$ cat config.mk
export PLATFORM = sky130hd
export DESIGN_NAME = stepper_half_step_sequencer_top
export DESIGN_NICKNAME = d
export VERILOG_FILES = /design/src/rtl/sspr_pkg.sv /design/src/rtl/sspr_ctrl.sv /design/src/rtl/sspr_dp.sv /design/src/rtl/stepper_half_step_sequencer_top.sv
export VERILOG_INCLUDE_DIRS = /design/src /design/src/rtl
export SDC_FILE = /design/constraint.sdc
export NUM_CORES = 1
export LEC_CHECK = 0
export BUFFER_PORTS_ARGS = -buffer_cell sky130_fd_sc_hd__buf_2
export CELL_PAD_IN_SITES_DETAIL_PLACEMENT = 1
export CELL_PAD_IN_SITES_GLOBAL_PLACEMENT = 2
export CORE_ASPECT_RATIO = 0.75
export CORE_MARGIN = 2
export CORE_UTILIZATION = 35
export DETAILED_ROUTE_END_ITERATION = 10
export GPL_TIMING_DRIVEN = 0
export PLACE_DENSITY_LB_ADDON = 0.3
export SYNTH_ARGS = -nofsm -noshare
export SYNTH_HDL_FRONTEND = slang
export SYNTH_HIERARCHICAL = 1
export SYNTH_SLANG_ARGS = --single-unit
$ cat constraint.sdc
create_clock -name clk_i -period 5.8 [get_ports clk_i]
set_clock_uncertainty 0.05 [all_clocks]
set_input_delay 0.87 -clock clk_i [delete_from_list [all_inputs] [get_ports clk_i]]
set_output_delay 0.87 -clock clk_i [all_outputs]
set_load 0.02 [all_outputs]
$ cat src/rtl/assert_macros.svh
// Assertion helpers for the RTL.
`ifndef ASSERT_MACROS_SVH
`define ASSERT_MACROS_SVH

`ifndef SYNTH
// Checked on every rising edge outside reset.
`define ASSERT_IFF(lbl, clk, rst_n, prop) \
  lbl: assert property (@(posedge clk) disable iff (!rst_n) prop) \
    else $error("assertion failed");
// Checked on every rising edge, reset included.
`define ASSERT_ALWAYS(lbl, clk, prop) \
  lbl: assert property (@(posedge clk) prop) else $error("assertion failed");
`else
`define ASSERT_IFF(lbl, clk, rst_n, prop)
`define ASSERT_ALWAYS(lbl, clk, prop)
`endif

`endif

$ cat src/rtl/sspr_pkg.sv
package sspr_pkg;

  // Period numerator and cap on the steps-per-revolution register
  localparam int unsigned PERIOD_NUMERATOR  = 30000;
  localparam int unsigned MAX_STEPS_PER_REV = 1023;

  // Field and datapath widths
  localparam int unsigned CFG_W  = 10;
  localparam int unsigned PER_W  = 15;
  localparam int unsigned PROD_W = 2 * CFG_W;
  localparam int unsigned CNT_W  = 4;
  localparam int unsigned STEP_W = 16;
  localparam int unsigned TGT_W  = 11;
  localparam int unsigned GO_W   = 13;

  localparam logic [PER_W-1:0] NUMER     = PER_W'(PERIOD_NUMERATOR);
  localparam logic [CFG_W-1:0] SPR_RESET = CFG_W'(48);

  // Register indexes (address bit 2)
  localparam logic REG_SPEED = 1'b0;
  localparam logic REG_SPR   = 1'b1;

  typedef enum logic [1:0] {
    KIND_TICK    = 2'd0,
    KIND_MOVE    = 2'd1,
    KIND_GOTO    = 2'd2,
    KIND_RELEASE = 2'd3
  } kind_e;

  typedef enum logic [3:0] {
    ST_IDLE  = 4'b0001,
    ST_MUL   = 4'b0010,
    ST_DIV   = 4'b0100,
    ST_APPLY = 4'b1000
  } state_e;

  // Commands from controller to datapath
  typedef struct packed {
    logic load;
    logic mul;
    logic div_step;
    logic apply;
  } dp_cmd_t;

endpackage

$ cat src/rtl/sspr_ctrl.sv
module sspr_ctrl (
  input  logic              clk_i,
  input  logic              rst_ni,
  input  logic              in_valid_i,
  input  sspr_pkg::kind_e   in_kind_i,
  output logic              in_ready_o,
  input  logic              out_ready_i,
  output logic              out_valid_o,
  input  logic              div_last_i,
  output sspr_pkg::dp_cmd_t cmd_o
);

  sspr_pkg::state_e state_q, state_d;
  logic             out_valid_q, out_valid_d;

  // Sequencing: capture, then multiply and divide for a move or go-to, then update
  always_comb begin
    state_d     = state_q;
    cmd_o       = '0;
    in_ready_o  = 1'b0;
    out_valid_d = out_valid_q && !out_ready_i;
    case (state_q)
      sspr_pkg::ST_IDLE: begin
        in_ready_o = 1'b1;
        if (in_valid_i) begin
          cmd_o.load = 1'b1;
          if (in_kind_i inside {sspr_pkg::KIND_MOVE, sspr_pkg::KIND_GOTO}) begin
            state_d = sspr_pkg::ST_MUL;
          end else begin
            state_d = sspr_pkg::ST_APPLY;
          end
        end
      end
      sspr_pkg::ST_MUL: begin
        cmd_o.mul = 1'b1;
        state_d   = sspr_pkg::ST_DIV;
      end
      sspr_pkg::ST_DIV: begin
        cmd_o.div_step = 1'b1;
        if (div_last_i) begin
          state_d = sspr_pkg::ST_APPLY;
        end
      end
      sspr_pkg::ST_APPLY: begin
        // wait for a free output slot
        if (!out_valid_q || out_ready_i) begin
          cmd_o.apply = 1'b1;
          out_valid_d = 1'b1;
          state_d     = sspr_pkg::ST_IDLE;
        end
      end
      default: begin
        state_d = sspr_pkg::ST_IDLE;
      end
    endcase
  end

  always_ff @(posedge clk_i or negedge rst_ni) begin
    if (!rst_ni) begin
      state_q     <= sspr_pkg::ST_IDLE;
      out_valid_q <= 1'b0;
    end else begin
      state_q     <= state_d;
      out_valid_q <= out_valid_d;
    end
  end

  assign out_valid_o = out_valid_q;

endmodule

$ cat src/rtl/sspr_dp.sv
module sspr_dp (
  input  logic                              clk_i,
  input  logic                              rst_ni,
  input  sspr_pkg::dp_cmd_t                 cmd_i,
  output logic                              div_last_o,
  input  logic [sspr_pkg::CFG_W-1:0]        speed_i,
  input  logic [sspr_pkg::CFG_W-1:0]        spr_i,
  input  sspr_pkg::kind_e                   kind_i,
  input  logic signed [sspr_pkg::STEP_W-1:0] steps_i,
  input  logic signed [sspr_pkg::TGT_W-1:0]  target_i,
  input  logic signed [1:0]                 pref_i,
  output logic [3:0]                        coils_o,
  output logic                              moving_o,
  output logic [sspr_pkg::CFG_W-1:0]        position_o
);

  localparam int unsigned CFG_W  = sspr_pkg::CFG_W;
  localparam int unsigned PER_W  = sspr_pkg::PER_W;
  localparam int unsigned PROD_W = sspr_pkg::PROD_W;
  localparam int unsigned CNT_W  = sspr_pkg::CNT_W;
  localparam int unsigned STEP_W = sspr_pkg::STEP_W;
  localparam int unsigned TGT_W  = sspr_pkg::TGT_W;
  localparam int unsigned GO_W   = sspr_pkg::GO_W;

  function automatic logic [3:0] coil_bit(input logic [1:0] ph);
    return 4'b0001 << ph;
  endfunction

  // Captured word
  sspr_pkg::kind_e            kind_q;
  logic signed [STEP_W-1:0]   steps_q;
  logic signed [TGT_W-1:0]    target_q;
  logic signed [1:0]          pref_q;

  // Period divider
  logic [PROD_W-1:0] prod_q, rem_q;
  logic [PER_W-1:0]  quo_q;
  logic [CNT_W-1:0]  cnt_q;
  logic [PROD_W:0]   trial;
  logic              trial_ge;

  // Motor state
  logic [3:0]                coils_q, coils_d;
  logic [1:0]                phase_q, phase_d;
  logic [CFG_W-1:0]          pos_q, pos_d;
  logic [STEP_W-1:0]         remain_q, remain_d;
  logic [1:0]                dir_q, dir_d;
  logic                      endless_q, endless_d;
  logic                      second_q, second_d;
  logic [PER_W-1:0]          period_q, period_d;
  logic [PER_W-1:0]          countdown_q, countdown_d;
  logic                      active_q, active_d;

  // Output word
  logic [3:0]       out_coils_q;
  logic             out_moving_q;
  logic [CFG_W-1:0] out_pos_q;

  // Effective steps per rev and derived values
  logic [CFG_W-1:0]        spr_eff;
  logic                    cfg_ok;
  logic [PER_W-1:0]        period_new;
  logic signed [GO_W-1:0]  spr_s, pos_s, tgt_s, half_s, diff, go_n;
  logic                    tgt_hi, tgt_lo;
  logic signed [STEP_W-1:0] move_n;
  logic [STEP_W-1:0]       rem_dec;
  logic [CFG_W:0]          pos_inc;

  assign spr_eff = ({{(32-CFG_W){1'b0}}, spr_i} > sspr_pkg::MAX_STEPS_PER_REV)
                   ? CFG_W'(sspr_pkg::MAX_STEPS_PER_REV) : spr_i;
  assign cfg_ok  = (speed_i != '0) && (spr_eff != '0);

  // Restoring divider step, one quotient bit a cycle
  assign trial      = {rem_q, sspr_pkg::NUMER[cnt_q]};
  assign trial_ge   = trial >= {1'b0, prod_q};
  assign div_last_o = (cnt_q == '0);
  assign period_new = (quo_q == '0) ? PER_W'(1) : quo_q;

  always_ff @(posedge clk_i) begin
    if (cmd_i.load) begin
      kind_q   <= kind_i;
      steps_q  <= steps_i;
      target_q <= target_i;
      pref_q   <= pref_i;
    end
    if (cmd_i.mul) begin
      prod_q <= speed_i * spr_eff;
      rem_q  <= '0;
      quo_q  <= '0;
      cnt_q  <= CNT_W'(PER_W - 1);
    end else if (cmd_i.div_step) begin
      rem_q <= trial_ge ? PROD_W'(trial - {1'b0, prod_q}) : trial[PROD_W-1:0];
      quo_q <= {quo_q[PER_W-2:0], trial_ge};
      cnt_q <= cnt_q - 1'b1;
    end
  end

  // Go-to: step count toward the target
  always_comb begin
    spr_s  = $signed({{(GO_W-CFG_W){1'b0}}, spr_eff});
    pos_s  = $signed({{(GO_W-CFG_W){1'b0}}, pos_q});
    tgt_s  = GO_W'(target_q);
    half_s = $signed({{(GO_W-CFG_W+1){1'b0}}, spr_eff[CFG_W-1:1]});
    tgt_hi = tgt_s >= spr_s;
    tgt_lo = target_q[TGT_W-1];
    diff   = tgt_s - pos_s;
    if (pref_q == 2'sd1) begin
      go_n = (diff > 0) ? diff : diff + spr_s;
    end else if (pref_q[1]) begin
      go_n = (diff < 0) ? diff : diff - spr_s;
    end else if (diff > half_s) begin
      go_n = diff - spr_s;
    end else if (diff < -half_s) begin
      go_n = diff + spr_s;
    end else begin
      go_n = diff;
    end
    if (kind_q == sspr_pkg::KIND_MOVE) begin
      move_n = steps_q;
    end else if (tgt_hi) begin
      move_n = STEP_W'(1);
    end else if (tgt_lo) begin
      move_n = -STEP_W'(1);
    end else begin
      move_n = STEP_W'(go_n);
    end
  end

  // State update for one word
  always_comb begin
    coils_d     = coils_q;
    phase_d     = phase_q;
    pos_d       = pos_q;
    remain_d    = remain_q;
    dir_d       = dir_q;
    endless_d   = endless_q;
    second_d    = second_q;
    period_d    = period_q;
    countdown_d = countdown_q;
    active_d    = active_q;
    pos_inc     = {1'b0, pos_q} + 1'b1;
    rem_dec     = (!endless_q && remain_q != '0) ? remain_q - 1'b1 : remain_q;
    if (cmd_i.apply) begin
      case (kind_q)
        sspr_pkg::KIND_TICK: begin
          if (active_q) begin
            if (countdown_q > PER_W'(1)) begin
              countdown_d = countdown_q - 1'b1;
            end else if (second_q) begin
              // drop old coil, advance phase and position
              coils_d = coils_q & ~coil_bit(phase_q);
              phase_d = phase_q + dir_q;
              if (dir_q == 2'b01) begin
                pos_d = (pos_inc >= {1'b0, spr_eff}) ? '0 : pos_inc[CFG_W-1:0];
              end else if (dir_q[1]) begin
                if (pos_q == '0) begin
                  pos_d = (spr_eff == '0) ? '0 : spr_eff - 1'b1;
                end else begin
                  pos_d = pos_q - 1'b1;
                end
              end
              remain_d = rem_dec;
              if (rem_dec != '0) begin
                second_d    = 1'b0;
                countdown_d = period_q;
              end else begin
                active_d = 1'b0;
                coils_d  = '0;
              end
            end else begin
              // energize next coil
              coils_d     = coils_q | coil_bit(phase_q + dir_q);
              second_d    = 1'b1;
              countdown_d = period_q;
            end
          end
        end
        sspr_pkg::KIND_MOVE, sspr_pkg::KIND_GOTO: begin
          active_d = 1'b0;
          if (cfg_ok) begin
            period_d  = period_new;
            remain_d  = move_n[STEP_W-1] ? STEP_W'(-move_n) : STEP_W'(move_n);
            endless_d = 1'b0;
            if (move_n != '0) begin
              dir_d       = move_n[STEP_W-1] ? 2'b11 : 2'b01;
              coils_d     = coils_q | coil_bit(phase_q)
                            | coil_bit(phase_q + (move_n[STEP_W-1] ? 2'b11 : 2'b01));
              second_d    = 1'b1;
              countdown_d = period_new;
              active_d    = 1'b1;
            end else begin
              dir_d   = 2'b00;
              coils_d = '0;
            end
          end
          if (kind_q == sspr_pkg::KIND_GOTO && (tgt_hi || tgt_lo)) begin
            endless_d = 1'b1;
          end
        end
        default: begin
          active_d = 1'b0;
          coils_d  = '0;
        end
      endcase
    end
  end

  always_ff @(posedge clk_i or negedge rst_ni) begin
    if (!rst_ni) begin
      coils_q     <= '0;
      phase_q     <= '0;
      pos_q       <= '0;
      remain_q    <= '0;
      dir_q       <= '0;
      endless_q   <= 1'b0;
      second_q    <= 1'b0;
      period_q    <= '0;
      countdown_q <= '0;
      active_q    <= 1'b0;
    end else begin
      coils_q     <= coils_d;
      phase_q     <= phase_d;
      pos_q       <= pos_d;
      remain_q    <= remain_d;
      dir_q       <= dir_d;
      endless_q   <= endless_d;
      second_q    <= second_d;
      period_q    <= period_d;
      countdown_q <= countdown_d;
      active_q    <= active_d;
    end
  end

  // Result word register
  always_ff @(posedge clk_i) begin
    if (cmd_i.apply) begin
      out_coils_q  <= coils_d;
      out_moving_q <= active_d;
      out_pos_q    <= pos_d;
    end
  end

  assign coils_o    = out_coils_q;
  assign moving_o   = out_moving_q;
  assign position_o = out_pos_q;

endmodule

$ cat src/rtl/stepper_half_step_sequencer_top.sv
// Half-step sequencer for a four-coil stepper motor.
// Input stream: one word per tick or command. tuser carries the kind
// (tick, move by steps, go to position, release); tdata carries the step
// count, the target and the turn preference. Every input word yields one
// output word with the coil levels, the moving flag and the position.
// Configuration: APB registers speed (0x0) and steps_per_rev (0x4); write
// them only while no word is in flight. pready is always high.
// A tick or release is captured and then updates the state; a move or
// go-to is captured, then the speed * steps_per_rev multiply runs, then
// a shift-subtract divider forms the 15-bit half-step period, and then
// the state is updated.
// One word is in flight at a time; the next is accepted in the cycle after
// the update.
// The result sits in an output register: a stalled receiver only delays the
// update step of the following word, the input side still accepts it.
// Reset: coils off, position and phase zero, timing stopped, speed 0,
// steps_per_rev 48; no output word pending.
`include "assert_macros.svh"

module stepper_half_step_sequencer_top (
  input  logic        clk_i,
  input  logic        rst_ni,
  // input stream
  input  logic        s_axis_tvalid,
  output logic        s_axis_tready,
  // [15:0] steps_signed, [26:16] target_step, [28:27] turn_preference, [31:29] zero
  input  logic [31:0] s_axis_tdata,
  // [1:0] kind
  input  logic [1:0]  s_axis_tuser,
  // output stream
  output logic        m_axis_tvalid,
  input  logic        m_axis_tready,
  // [3:0] coils, [4] moving, [14:5] position, [15] zero
  output logic [15:0] m_axis_tdata,
  // configuration
  input  logic        psel,
  input  logic        penable,
  input  logic        pwrite,
  input  logic [2:0]  paddr,
  input  logic [31:0] pwdata,
  output logic [31:0] prdata,
  output logic        pready
);

  localparam int unsigned CFG_W = sspr_pkg::CFG_W;

  logic [CFG_W-1:0]  speed_q, spr_q;
  logic              cfg_wr;
  sspr_pkg::dp_cmd_t cmd;
  logic              div_last;
  logic [3:0]        coils;
  logic              moving;
  logic [CFG_W-1:0]  position;
  sspr_pkg::kind_e   in_kind;

  // Configuration registers
  assign pready = 1'b1;
  assign cfg_wr = psel && penable && pwrite && pready;

  always_ff @(posedge clk_i or negedge rst_ni) begin
    if (!rst_ni) begin
      speed_q <= '0;
      spr_q   <= sspr_pkg::SPR_RESET;
    end else if (cfg_wr) begin
      if (paddr[2] == sspr_pkg::REG_SPR) begin
        spr_q <= pwdata[CFG_W-1:0];
      end else begin
        speed_q <= pwdata[CFG_W-1:0];
      end
    end
  end

  assign prdata = (paddr[2] == sspr_pkg::REG_SPR) ? {{(32-CFG_W){1'b0}}, spr_q}
                                                 : {{(32-CFG_W){1'b0}}, speed_q};

  assign in_kind = sspr_pkg::kind_e'(s_axis_tuser);

  sspr_ctrl u_ctrl (
    .clk_i       (clk_i),
    .rst_ni      (rst_ni),
    .in_valid_i  (s_axis_tvalid),
    .in_kind_i   (in_kind),
    .in_ready_o  (s_axis_tready),
    .out_ready_i (m_axis_tready),
    .out_valid_o (m_axis_tvalid),
    .div_last_i  (div_last),
    .cmd_o       (cmd)
  );

  sspr_dp u_dp (
    .clk_i      (clk_i),
    .rst_ni     (rst_ni),
    .cmd_i      (cmd),
    .div_last_o (div_last),
    .speed_i    (speed_q),
    .spr_i      (spr_q),
    .kind_i     (in_kind),
    .steps_i    ($signed(s_axis_tdata[15:0])),
    .target_i   ($signed(s_axis_tdata[26:16])),
    .pref_i     ($signed(s_axis_tdata[28:27])),
    .coils_o    (coils),
    .moving_o   (moving),
    .position_o (position)
  );

  assign m_axis_tdata = {1'b0, position, moving, coils};

  // Checks
  `ASSERT_IFF(a_apply_slot_free, clk_i, rst_ni, cmd.apply |-> (!m_axis_tvalid || m_axis_tready))
  `ASSERT_IFF(a_moving_has_coil, clk_i, rst_ni, (m_axis_tvalid && moving) |-> (coils != 4'b0000))
  `ASSERT_IFF(a_one_in_flight, clk_i, rst_ni, (s_axis_tvalid && s_axis_tready) |=> !s_axis_tready)
  `ASSERT_ALWAYS(a_no_load_in_div, clk_i, !(cmd.load && cmd.div_step))

endmodule
After elaboration in Yosys (flattened, before gate mapping):

Memory sizes are Yosys's and may differ from the RTL's. A register that Yosys moved wholly into a read port is not among the register bits.
Cells that the tools add are included.

* register bits: 197
* bits in read-only memories: 16
* input bits: 76
* output and inout port bits: 51
* word-level logic and storage cells: 193
* memories: 1

* magnitude comparators: 9
* bitwise gates (word level): 7
* muxes and demuxes: 80
* reductions and logical operators: 34
* $mul: 1
* add/subtract/negate cells: 14
* shift-type cells: 3
* eq/ne operators: 19

Memory list
* (name not given): depth 16, bits a word 1, rd ports 1, clocked after Yosys merged registers in 1, write ports 0, RTL line sspr_dp.sv:74 `assign trial = {rem_q, sspr_pkg::NUMER[cnt_q]};`

Operators by type and width (number)
* $mux 16: 9
* $mux 10: 11
* $mux 15: 7
* $mux 13: 6
* $mux 4: 13
* $reduce_bool 16->1: 3
* $pmux 16 s2: 1
* $pmux 15 s2: 1
* $mux 1: 25
* $ge 21x20->1: 1
* $logic_not 10->1: 2
* $mul 10x10->20: 1
* $mux 20: 1
* $reduce_bool 10->1: 2
* $sub 10x1->10 const B: 2
* $sub 20x20->20: 1
* $reduce_and 6->1: 3
* $neg 16->16: 1
* $pmux 4 s4: 1
* $sub 16x1->16 const B: 1
* $gt 15x1->1 const B: 1
* $logic_not 15->1: 1
* $sub 15x1->15 const B: 1
* $add 12x11->13: 1
* 40 further kinds: 71

Longest topological paths before layout:

Gate-level depths: netlist (run 1).

* depth in word-level cells: 17
* gate-level depth with buffers: 26
* mapped depth without buffers: 24

Cells and area by module:

The synthesis (run 1) kept the hierarchy.

Modules (own cells, without submodules)
* sspr_dp: cells an instance 1927, instances 1, area an instance 16672.2 µm², seq. area each 4459.3 µm²
* stepper_half_step_sequencer_top: cells an instance 81, instances 1, area an instance 1111.1 µm², seq. area each 503.0 µm²
* sspr_ctrl: cells an instance 28, instances 1, area an instance 274.0 µm², seq. area each 126.4 µm²

Worst setup path before layout (run 1):

Ideal clock, no wire load.

* path type: register to register
* from: register u_dp.pos_q[4]
* to: register u_dp.countdown_q[2]
* slack: -156 ps
* data required time: 5625 ps
* data arrival time: 5780 ps
* buffers on the path: 3
* cell stages (with the launch flop): 26
* setup time: 125 ps
* period minus slack after synthesis: 5956 ps
* cells stage by stage: dfrtp_1 > inv_1 > ha_1 > a21o_1 > nor4_1 > a21boi_0 > o41ai_1 > or2_2 > clkbuf_1 > inv_1 > ha_1 > o21ai_0 > nand2b_1 > a21o_1 > and2_1 > or3_1 > buf_6 > nand3_1 > a31oi_1 > a2111oi_2 > ha_1 > nand4_2 > or4_4 > buf_6 > o21a_4 > mux2_4

* cells in the longest elaborated chain, start to end: 12
* elaborated cells between the ends (all ways): 19
* classes of those cells: add/sub (3); order compare (4); eq/ne (1); mux (9); reduce/logical (2)

RTL lines
* start, declared: RTL line sspr_dp.sv:45 `logic [CFG_W-1:0] pos_q, pos_d;`
* start signal, assigned: RTL line sspr_dp.sv:223 `pos_q <= pos_d;`
* $sub 11x11->12 (*): RTL line sspr_dp.sv:106 `diff = tgt_s - pos_s;`
* $add 12x11->13 or $lt 12x13->1 (tied branches): RTL line sspr_dp.sv:108, sspr_dp.sv:114, sspr_dp.sv:113
* $mux 13: RTL line sspr_dp.sv:113 `end else if (diff < -half_s) begin`
* $mux 13: RTL line sspr_dp.sv:111 `end else if (diff > half_s) begin`
* $mux 13: RTL line sspr_dp.sv:109 `end else if (pref_q[1]) begin`
* $mux 13 (*): RTL line sspr_dp.sv:107 `if (pref_q == 2'sd1) begin`
* $mux 16 (*): RTL line sspr_dp.sv:122 `end else if (tgt_lo) begin`
* $mux 16 (*): RTL line sspr_dp.sv:120 `end else if (tgt_hi) begin`
* $mux 16 (*): RTL line sspr_dp.sv:118 `if (kind_q == sspr_pkg::KIND_MOVE) begin`
* $reduce_bool 16->1 (*): RTL line sspr_dp.sv:184 `if (move_n != '0) begin`
* $ne 2x1->1 (no line) (*)
* $reduce_and 6->1 (no line) (*)
* end signal, assigned: RTL line sspr_dp.sv:229 `countdown_q <= countdown_d;`
* end, declared: RTL line sspr_dp.sv:51 `logic [PER_W-1:0] countdown_q, countdown_d;`

Mark *: on every way between the ends. The rest lies on a longest branch, timed or not.
A chain may end at the register's enable or synchronous reset.

Worst setup path in the final report (run 1):

* from: register u_dp.target_q[1]
* to: register u_dp.countdown_q[8]

* cells in the longest elaborated chain, start to end: 12
* elaborated cells between the ends (all ways): 20
* classes of those cells: add/sub (3); order compare (5); eq/ne (1); mux (9); reduce/logical (2)

RTL lines
* start, declared: RTL line sspr_dp.sv:32 `logic signed [TGT_W-1:0] target_q;`
* start signal, assigned: RTL line sspr_dp.sv:83 `target_q <= target_i;`
* $sub 11x11->12: RTL line sspr_dp.sv:106
* $add 12x11->13 or $lt 12x13->1 (tied branches): RTL line sspr_dp.sv:108, sspr_dp.sv:114, sspr_dp.sv:113
* $mux 13: RTL line sspr_dp.sv:113
* $mux 13: RTL line sspr_dp.sv:111
* $mux 13: RTL line sspr_dp.sv:109
* $mux 13: RTL line sspr_dp.sv:107
* $mux 16: RTL line sspr_dp.sv:122
* $mux 16 (*): RTL line sspr_dp.sv:120
* $mux 16 (*): RTL line sspr_dp.sv:118
* $reduce_bool 16->1 (*): RTL line sspr_dp.sv:184
* $ne 2x1->1 (no line) (*)
* $reduce_and 6->1 (no line) (*)

Marks and branches as above.

==> results.cfg, run 1 <==
[route]
via_per_inst = 5.62
drc = 0
ant_nets = 0
first_pass_iters = 5
wl_per_cell_um = 21.5
num_vias = 16400
drtIter0Drc = 1341
drt_wl_total_mm = 62.6

[clocking]
clockBufferDepth = 2
postCtsHoldBufs = 0
h-tree-depth = 4
cts_tree = done
clk_latency_ns = 0.48
cts_made_buffers = 17
clkSinkCount = 198
cts-root-buf = clkbuf_16
clkTransAtPathRegs_ns = 0.08

[global_routing]
antenna_found_initial = 0
met1_usage = 0.351
met2_usage = 0.339
grt_pass1_vias = 16700
use_met3 = 0.0536
grt_max_degree = 50
grt_overflow = 0
grt_pass1_wl_mm = 97.1
top_usage_layer = met1
grt_util_all_layers = 0.233

[power_and_ir_drop]
ir_drop_mv = 0.364
p_leak_nw = 9.29
fin_total_pwr_mw = 13.0
powerDensity_mw_per_mm2 = 600

[layout]
finalInstanceArea_mm2 = 0.0217
n_fill_cell = 5880
fin_nets = 2532
layout_common_cells = nand2_1, inv_1, nor2_1
final_common_cell = nand2_1
drive_gt1_frac = 0.210
multi_input_area_mm2 = 0.0128
regArea_mm2 = 0.00511
syn2layout_area_growth_pct = 20.0

[synthesis]
yosys_register_bits = 198
async_flop_share = 0.465
synthFlopType = dfrtp_1
syn_area_per_cell_um2 = 8.87
synth_edf_count = 66
synth_cell_type_count = 100
ys_warn_count = 6
netlist_area_mm2 = 0.0181
syn_inst = 2036
ys_seq_area_frac = 0.282

[placed_design]
dpl_cell_area_mm2 = 0.0194
gp_congestion = 0.938
port-buffer-count = 75
dp_hpwl_mm = 47.1

[critical_path]
cp-end-kind = register
regToRegEndpoint = u_dp/countdown_q[8]
crit_start = u_dp/target_q[1]
rr_startpoint = u_dp/target_q[1]
required_ns = 6.10
reg2reg_depth = 22
start_kind = register
crit_type = register to register
rrSetupSlack_ns = 0.04
cp_max_fo = 11
endpoint = u_dp/countdown_q[8]
worstPathArrival_ns = 6.06

[floorplan]
die_w_um = 266
die_h_um = 201
core_mm2 = 0.0513
fp.dieArea_mm2 = 0.0534
initial_core_util = 0.352
pin_count = 127
rows = 72

[sta]
finalSetupViolations = 0
worst_pin_slew_ns = 1.01
finalSetupTns_ns = 0
slew_headroom = 0.317
fin_crit_ns = 5.76
hold_viol_final = 0
fin_crit_sh = 0.993
holdWs_ns = 0.364
clock.fmax_ghz = 0.174
finalMaxSlewViolations = 0

[flow_run]
cap_violations = 0

[status]
status = complete, no violations

[hold_path]
hold_path.class = primary input to asynchronous set/reset pin
-- how the worst min path moves through the flow --
stage,to,slack (ns),cells after the start
floorplan,u_dp/rem_q[1],0.41,2
global placement,u_dp/period_q[11],0.44,1
detailed placement,u_dp/period_q[13],0.44,1
CTS,u_dp/remain_q[6],0.37,1
global route,u_dp/remain_q[10],0.39,1
finish,u_dp/remain_q[10],0.36,1
-- synth_stat cells (11+ instances only) --
cell type / number / area share
mux2_4: 12 / 0.010
clkbuf_1: 83 / 0.017
nand2_1: 165 / 0.034
nand2b_1: 31 / 0.011
buf_4: 25 / 0.010
or3_1: 12 / 0.0042
nor2_1: 155 / 0.032
xor2_1: 20 / 0.0097
fa_1: 66 / 0.073
a31oi_1: 35 / 0.012
ha_1: 161 / 0.11
nor3_1: 47 / 0.013
nand3b_1: 12 / 0.0050
nor4_1: 17 / 0.0059
a211oi_1: 34 / 0.014
a21oi_1: 118 / 0.033
xnor2_1: 87 / 0.042
and2_1: 46 / 0.016
o21ai_0: 95 / 0.026
edfxtp_1: 66 / 0.11
a21o_1: 23 / 0.0096
o22ai_1: 27 / 0.0094
inv_1: 172 / 0.036
and3_1: 21 / 0.0073
mux2_2: 41 / 0.026
o21bai_1: 11 / 0.0046
mux2i_1: 37 / 0.021
o211ai_1: 17 / 0.0071
dfxtp_1: 40 / 0.044
nand3_1: 50 / 0.014
nor2b_1: 24 / 0.0083
dfrtp_1: 89 / 0.12
-- critical path: stages, from the launching register on --
cell	delay, ns
edfxtp_1	0.53
ha_4	0.35
nand2b_4	0.08
a211oi_4	0.33
buf_6	0.15
buf_4	0.10
o211a_1	0.20
o21a_4	0.18
inv_2	0.07
buf_8	0.15
ha_4	0.28
nand2b_4	0.06
a211o_1	0.33
and2_4	0.20
or3_4	0.46
buf_4	0.18
a21o_1	0.20
o211ai_2	0.08
o211a_1	0.34
nand4_4	0.15
or4_4	0.59
o21a_4	0.27
mux2_4	0.30
-- flip-flops by register name (all words and copies together), names as in the netlist, 11 cells and up --
name and cells:
u_dp/steps_q 16, u_dp/countdown_q 15, u_dp/remain_q 16, u_dp/prod_q 20
u_dp/quo_q 15, u_dp/period_q 15, u_dp/rem_q 20, u_dp/target_q 11
-- logic make-up (layout without fill, tap and decap cells) --
group | Yosys count | in the layout | share of synthesized area
flip-flops | 198 | 198 | 0.282
AO/OA/AOI/OAI | 486 | 486 | 0.178
adder cells (fa/ha/maj) | 227 | 227 | 0.185
other | 2 | 25 | 0.000416
buffers and inverters | 291 | 475 | 0.0680
XOR/XNOR | 108 | 108 | 0.0528
AND/OR/NAND/NOR | 634 | 634 | 0.178
multiplexers | 90 | 90 | 0.0561
-- through the flow --
stage / utilization / std cells / setup slack, ns
finish: 0.423 / 2909 / 0.0421
detailed placement: 0.379 / 2801 / -2.17
floorplan: - / 2058 / 0.0269
global route: 0.423 / 2908 / -0.0702
global placement: 0.378 / 2799 / -2.13
CTS: 0.408 / 2866 / 0.00384
-- final cells by class --
type | count | area share
multi-input cells | 1569 | 0.590
clock inverters | 10 | 0.00456
well taps | 666 | 0.0385
plain buffers | 105 | 0.0274
inverters | 172 | 0.0304
repair buffers | 166 | 0.0515
clock buffers | 22 | 0.0219
flip-flops and latches | 198 | 0.236
diodes | 1 | 0.000115
-- per-layer routing --
layer | up-vias | wire (um)
met5 | - | 0
met1 | 8281 | 31100
li1 | 7584 | -
met4 | 0 | 692
met2 | 441 | 26600
met3 | 45 | 4290
-- power breakdown --
part | switching, mW | internal (mW)
Sequential | 0.354 | 1.98
Clock | 0.605 | 0.621
Combinational | 5.45 | 3.98
-- what timing repair did --
item / in CTS / in global routing
gates resized for setup: 144 / 111
cloned: 0 / 1
setup buffers: 42 / 46
endpoints found under the setup margin: 50 / 38
pin swaps: 38 / 66
Power figures use the tool's default switching activity.
==> run 2: changes to the inputs <==
- clock period: 5.8 -> 4.8 ns (I/O delays scaled with it)
==> run 2 against run 1 <==
Effect of this change:
- the run now ends with setup timing left
- sequential share of layout area decreased by 1.6 points
- utilization rose by 3.1 points
- largest cell class unchanged
- clock power grew 24%
- register-to-register slack worse by 0.99 ns
- highest routed layer unchanged
- wire length increased by 5.8%
- clock-buffer cell count did not move
- combinational power rose by 44%
- first-iteration DRC count decreased by 15%
==> results.cfg, run 2 (synthesis gave the netlist of run 1 again) <==
[layout]
final_cells = 2980
syn2layout_area_growth_pct = 28.7
drive_gt1_frac = 0.279
antennaDiodeCount = 0
layout_common_cells = buf_4, nand2_1, inv_1, nor2_1, ha_1
regArea_mm2 = 0.00511
multi_input_area_mm2 = 0.0135
fin_nets = 2604
n_fill_cell = 5849
final_common_cell = buf_4
top_regs = u_dp/prod_q (20), u_dp/rem_q (20)
postLayoutCoreUtil = 0.453
finalInstanceArea_mm2 = 0.0232

[clocking]
clockBufferDepth = 2
cts_made_buffers = 17
clk_latency_ns = 0.50
postCtsHoldBufs = 0
clkTransAtPathRegs_ns = 0.08
cts-root-buf = clkbuf_16
clkSinkCount = 198
cts_tree = done
h-tree-depth = 4

[critical_path]
worstPathArrival_ns = 6.08
path_common_cell = buf_6
required_ns = 5.13
start_kind = register
slowest_stage = or4_4
critical_path_cell_count = 23
cp-end-kind = register
crit_path_cell_trace = ha_4 -> nand2_4 -> a211oi_4 -> buf_6 -> o311ai_4 -> a211oi_4 -> inv_2 -> ha_4 -> o21ai_2 -> nand2b_1 -> a21o_1 -> o211a_1 -> buf_6 -> buf_6 -> nor3_4 -> nor3_2 -> o41ai_4 -> and3_4 -> buf_8 -> nand4_4 -> or4_4 -> o21a_4 -> mux2_4
crit_type = register to register
crit_buf_inv = 5
reg2reg_depth = 23
critical-path-top-delay-family = compound AO/OA/AOI/OAI gates
cp_max_fo = 4
crit_path_max_incr_delay_ns = 0.64

[hold_path]
hold_path.class = primary input to asynchronous set/reset pin

[placed_design]
dp_hpwl_mm = 47.6
port-buffer-count = 75
gp_congestion = 0.992
dp_cells = 2801
dpl_cell_area_mm2 = 0.0198

[global_routing]
grt_util_all_layers = 0.247
grt_pass1_vias = 17200
grt_max_degree = 53
grt_pass1_wl_mm = 102
antenna_found_initial = 0
grt_overflow = 0

[power_and_ir_drop]
p_sw_mw = 8.65
swShare = 0.482
comb_power_share = 0.759
power_frac_seq = 0.157
p_leak_nw = 9.96
p_int_mw = 9.30
ir_drop_mv = 0.637
clkPwrFrac = 0.085
powerDensity_mw_per_mm2 = 772
fin_total_pwr_mw = 17.9

[route]
num_vias = 16600
drt_wl_total_mm = 66.2
first_pass_iters = 8
drtIter0Drc = 1140
ant_nets = 0
drc = 0
wl_per_cell_um = 22.2
via_per_inst = 5.57

[sta]
clock.fmax_ghz = 0.174
hold_viol_final = 0
worst_pin_slew_ns = 1.05
fin_crit_ns = 5.75
fin_crit_sh = 1.20
rsz0062_at_grt = true
holdWs_ns = 0.184
finalSetupViolations = 48
finalMaxSlewViolations = 0
slew_headroom = 0.290
fin_ws_ns = -0.953

[floorplan]
core_mm2 = 0.0513
initial_core_util = 0.352
rows = 72
die_h_um = 201
pin_count = 127
fp.dieArea_mm2 = 0.0534
die_w_um = 266

[status]
violations = setup timing
status = finished with violations

[flow_run]
cap_violations = 0
## run 2: changes by cell type in the layout (fill, tap and decap cells not counted), sizes merged
| cell | previous run | this run |
|---|---|---|
| inv | 176 | 179 |
| buf | 204 | 277 |
| bufbuf | 0 | 1 |
| clkinv | 2 | 0 |
| clkbuf | 88 | 87 |
| clkdlybuf4s15 | 1 | 0 |
| diode | 1 | 0 |
| bufinv | 1 | 0 |
## run 2: worst reg2reg max path: stages, from the launching register on
cell and delay [ns]:
edfxtp_1 0.51, ha_4 0.38, nand2_4 0.07, a211oi_4 0.34
buf_6 0.18, o311ai_4 0.12, a211oi_4 0.38, inv_2 0.15
ha_4 0.27, o21ai_2 0.12, nand2b_1 0.08, a21o_1 0.19
o211a_1 0.16, buf_6 0.14, buf_6 0.11, nor3_4 0.24
nor3_2 0.09, o41ai_4 0.41, and3_4 0.26, buf_8 0.10
nand4_4 0.11, or4_4 0.64, o21a_4 0.26, mux2_4 0.30
## run 2: per-layer routing
layer	vias up	part of all wire	GRT usage
met3	78	0.077	0.0702
met2	471	0.43	0.365
li1	7722	-	-
met1	8325	0.48	0.354
met4	0	0.018	0.0564
met5	-	0	0
## run 2: final cells by class
class | instances | share of cell area
well taps | 666 | 0.0359
clock buffers | 22 | 0.0214
repair buffers | 237 | 0.0780
clock inverters | 10 | 0.00398
flip-flops and latches | 198 | 0.220
inverters | 172 | 0.0289
multi-input cells | 1569 | 0.582
plain buffers | 106 | 0.0305
## run 2: power groups by stage
stage          registers [mW]  clock network, mW  logic [mW]
3_5_place_dp             2.80                  0        10.3
6_report                 2.81               1.52        13.6
4_1_cts                  2.80               1.58        11.8
2_1_floorplan            2.66                  0        7.80
5_1_grt                  2.86               1.63        14.9
3_3_place_gp             2.79                  0        10.0
## run 2: stage by stage
step                setup TNS (ns)  setup slack [ns]
detailed placement         -110.83             -3.00
global placement           -106.74             -2.92
finish                      -33.28            -0.953
global route                -42.50             -1.12
CTS                         -31.55             -1.00
floorplan                   -14.80            -0.704
## run 2: what timing repair did
action                     4_1_cts  5_1_grt
setup endpoints to repair       53       63
gates cloned                     2        0
gates resized for setup        206      171
buffers inserted                91       73
pin swaps                       71      120
## run 2: worst paths after layout
| check | from | endpoint | slack (ns) |
|---|---|---|---|
| worst max register to register | u_dp/target_q[3] | u_dp/countdown_q[2] | -0.95 |
| worst max-delay path | u_dp/target_q[3] | u_dp/countdown_q[2] | -0.95 |
| worst min-delay path | rst_ni | u_dp/remain_q[8] | 0.18 |
| min in group clk_i | s_axis_tdata[1] | u_dp/steps_q[1] | 0.34 |
| worst min register to register | u_dp/rem_q[18] | u_dp/rem_q[18] | 0.46 |
| max in group asynchronous | rst_ni | spr_q[4] | 3.73 |
